[src/design/acpf_pkg.sv]
package acpf_pkg;

   typedef struct packed {
      logic [7:0] data_byte;
      logic       last_byte;
   } req_payload_type;

   typedef struct packed {
      logic [5:0] period_estimate;
      logic       flat_input;
      logic       length_overflow;
   } rsp_payload_type;

   typedef struct packed {
      logic accumulate;
      logic start_eval;
      logic eval_step;
      logic clear_all;
   } ctrl_cmd_type;

   typedef struct packed {
      logic eval_done;
   } dp_status_type;

endpackage

[src/design/acpf_ctrl.sv]
module acpf_ctrl
   import acpf_pkg::*;
(
   input  logic          clock,
   input  logic          reset,
   input  logic          req_valid,
   input  logic          req_last,
   output logic          req_stall,
   output logic          rsp_valid,
   input  logic          rsp_stall,
   output ctrl_cmd_type  cmd,
   input  dp_status_type status
);

   typedef enum logic [2:0] {
      ST_IDLE, ST_PREP, ST_EVAL, ST_WAIT, ST_OUT
   } state_type;

   state_type state_ff;
   logic      rsp_valid_ff;

   assign req_stall = (state_ff != ST_IDLE);
   assign rsp_valid = rsp_valid_ff;

   always_comb begin
      cmd            = '0;
      cmd.accumulate = (state_ff == ST_IDLE) && req_valid;
      cmd.start_eval = (state_ff == ST_IDLE) && req_valid && req_last;
      cmd.eval_step  = (state_ff == ST_EVAL);
      cmd.clear_all  = (state_ff == ST_OUT) && !rsp_stall;
   end

   always_ff @(posedge clock) begin
      if (reset) begin
         state_ff     <= ST_IDLE;
         rsp_valid_ff <= 1'b0;
      end else begin
         case (state_ff)
            ST_IDLE: begin
               if (req_valid && req_last) state_ff <= ST_PREP;
            end
            ST_PREP: begin
               state_ff <= ST_EVAL;
            end
            ST_EVAL: begin
               if (status.eval_done) state_ff <= ST_WAIT;
            end
            ST_WAIT: begin
               state_ff     <= ST_OUT;
               rsp_valid_ff <= 1'b1;
            end
            ST_OUT: begin
               if (!rsp_stall) begin
                  state_ff     <= ST_IDLE;
                  rsp_valid_ff <= 1'b0;
               end
            end
            default: state_ff <= ST_IDLE;
         endcase
      end
   end

   a_rsp_in_out: assert property (@(posedge clock) disable iff (reset)
      rsp_valid_ff |-> state_ff == ST_OUT) else $error("rsp_valid outside output state");
   a_no_accept_busy: assert property (@(posedge clock) disable iff (reset)
      cmd.eval_step |-> !cmd.accumulate) else $error("accept during evaluation");
   a_hold: assert property (@(posedge clock) disable iff (reset)
      rsp_valid_ff && rsp_stall |=> rsp_valid_ff) else $error("result dropped");

endmodule

[config.mk]
export PLATFORM = sky130hd
export DESIGN_NAME = acpf_ctrl
export DESIGN_NICKNAME = d
export VERILOG_FILES = /design/src/design/acpf_pkg.sv /design/src/design/acpf_ctrl.sv
export SDC_FILE = /design/constraint.sdc
export NUM_CORES = 1
export LEC_CHECK = 0
export ABC_AREA = 1
export BUFFER_PORTS_ARGS = -buffer_cell sky130_fd_sc_hd__buf_2
export CAP_MARGIN = 25
export CORE_AREA = 2 2 39 41
export DETAILED_ROUTE_END_ITERATION = 7
export DIE_AREA = 0 0 41 43
export PLACE_DENSITY = 0.32
export SLEW_MARGIN = 20
export SYNTH_ARGS = -nofsm -noshare
export SYNTH_HDL_FRONTEND = slang
export SYNTH_SLANG_ARGS = --single-unit
[constraint.sdc]
create_clock -name clock -period 1.6 [get_ports clock]
set_input_delay 0.24 -clock clock [delete_from_list [all_inputs] [get_ports clock]]
set_output_delay 0.24 -clock clock [all_outputs]
set_load 0.01 [all_outputs]
==> results.md <==
* Final hold violations at 0
* CTS buffer count at 3
* Crit path max fanout at 4
* CTS Hold Bufs at 0
* Pre-Repair DR Iteration Count at 3
* Nets at 50
* MaxCap Viol Count at 0
* Crit path max-delay family: simple AND/OR/NAND/NOR gates
* Syn Nets at 34
* Worst slew margin at 0.8856
* Seq pwr share at 0.364
* Dpl cells at 55
* Final setup TNS at 0 ps
* #FFs+latches synth at 4
* Total wire length at 460 um
* Mapped Cells at 28
* GRT busiest layer: met2
* Fmax at 767.1 MHz
* Pwr dens at 1201 nW/um2
* Synth Warn # at 0
* Worst hold path class: input port to register
* Vias per inst at 3.828
* M2 GR Usage at 0.1031
* Max-slew violation count at 0
* Dominant cells by area after synthesis: dfxtp_1, nand3_1, inv_1
* Switching Power at 108.9 uW
* Most frequent cells in the layout: buf_2, inv_1, nand2_1, nand3_1, dfxtp_1
* Remaining DRCs at 0
* WL/cell at 7.931 um
* Max stage delay cell, worst path: dfxtp_1
* Synth top area share at 0.4129
* Internal power at 241.1 uW
* Die Y at 43 um
* Worst path arrival time at 1060 ps
* Die W at 41 um
* CTS tree: built
* Setup CP Type: register to output pin
* Critical Path RT at 1360 ps
* Comb pwr share at 0.292
* Area after DPL at 269.0 um2
* Cell variety after synth at 9
* RSZ-0062 raised after global routing: false
* Initial antenna violation count at 0
* Initial Utilization at 0.1401
* Routability cong. at 0.6424
* Overall Global Routing Usage at 0.06914
* Least-Margin Pin Slew at 171.3 ps
* Dpl hpwl at 410.9 um
* Worst setup EP type: output pin
* LEAKAGE at 0.0001566 uW
* PostCTS Resize Cnt at 0
* Worst-path cell chain: nor2_2 > nand2_1 > nor2_1 > buf_2
* Max incr delay on CP at 340 ps
* Worst ir drop on vdd at 377.4 uV
* Mapped cell area at 193.9 um2
* Area leader, netlist: dfxtp_1
* Crit path buf inv count at 1
* CTS Sinks at 4
* Setup Buffers After CTS at 0
* Final clock skew at 0.9003 ps
* Clock-pin slew on the worst setup and hold paths at 40 ps
* Met3 GRT Util at 0.03665
* Num ports at 12
* Post-route cell area at 291.5 um2
* Largest net degree at the start of global routing at 6
* Clock Path Buffers at 2
* Endpoints failing setup at 0
* Drt initial violations at 3
* P&R area growth vs syn at 50.32%
* # rows at 14
* Number of diodes at 0
* Clk pwr share at 0.344
* Root Driver: clkbuf_4
* Min Hold Slack at 214.2 ps
* Status: finished, final reports clean
* GRT overflow at 0
* Vias at 222
* Share of layout cells above drive strength 1 at 0.3810
* Fin cells at 58
* Crit start category: register
* Period utilization at 0.8148
* Sequential area share after synthesis at 0.4129
* Vias in the first global route at 232
* Syn avg cell area at 6.926 um2
* Met1 Track Usage GR at 0.05431
* Core ar. at 1384 um2
* Most common cell after layout, fill and taps aside: buf_2
* Die Footprint at 1763 um2
* First-pass GRT wire length at 779 um
* H-tree Lvls at 1
* Input/output buffers at 11
* Final Critical Period at 1304 ps
* Skew-Pair Late Insertion Delay at 230 ps
* Switching Share at 0.3112
* Antenna viol nets, final at 0
==> area by class of cell <==
class | count | area (um2)
Clock buffer | 3 | 22.52
Fill cell | 161 | 1092
Inverter | 5 | 18.77
Multi-Input combinational cell | 19 | 95.09
Sequential cell | 4 | 80.08
Tap cell | 16 | 20.02
Timing Repair Buffer | 11 | 55.05
==> stage by stage <==
step                utilization  worst slack, ps  total power [uW]
floorplan                     -            563.1             193.7
global placement         0.1944            569.0             232.4
detailed placement       0.1944            529.5             233.6
CTS                      0.2107            277.4             360.8
global route             0.2107            185.1             383.5
finish                   0.2107            296.3             350.0
==> power by group through the flow <==
stage                     Sequential, uW  Combinational [uW]  Clock, uW
after detailed placement             129                 105          0
after global routing                 131                 118        135
after floorplan                      127                66.3          0
after CTS                            127                 105        128
final                                128                 102        120
after global placement               128                 104          0
==> synth_stat cells, drive strengths merged <==
library cell,count
inv,5
nor2,5
dfxtp,4
nand2,4
nand3,4
a21oi,3
nand3b,2
nand4,1
==> path summary, 6_finish.rpt <==
kind               start           to  slack, ps  cells past startpoint
min reg2reg    rsp_valid    rsp_valid        460                      2
max reg2reg  state_ff[0]  state_ff[0]        730                      4
max          state_ff[0]       cmd[3]        300                      4
min                reset  state_ff[2]        210                      2
==> sequential cells by signal (all words and copies together) (netlist names) <==
signal,cells
rsp_valid,1
state_ff,3
==> cell families after synthesis <==
kind of cell | count (synthesis) | synth area share
and+or+nand+nor | 16 | 0.4129
AOI/OAI and AO/OA | 3 | 0.07740
DFF | 4 | 0.4129
buffers and inverters | 5 | 0.09678
==> metal layers <==
| layer | routed length [um] | vias up | part of all wire |
|---|---|---|---|
| met5 | 0 | - | 0 |
| met4 | 0 | 0 | 0 |
| met3 | 38 | 0 | 0.083 |
| met2 | 224 | 7 | 0.49 |
| met1 | 197 | 95 | 0.43 |
| li1 | - | 120 | - |
Power figures use the tool's default switching activity.
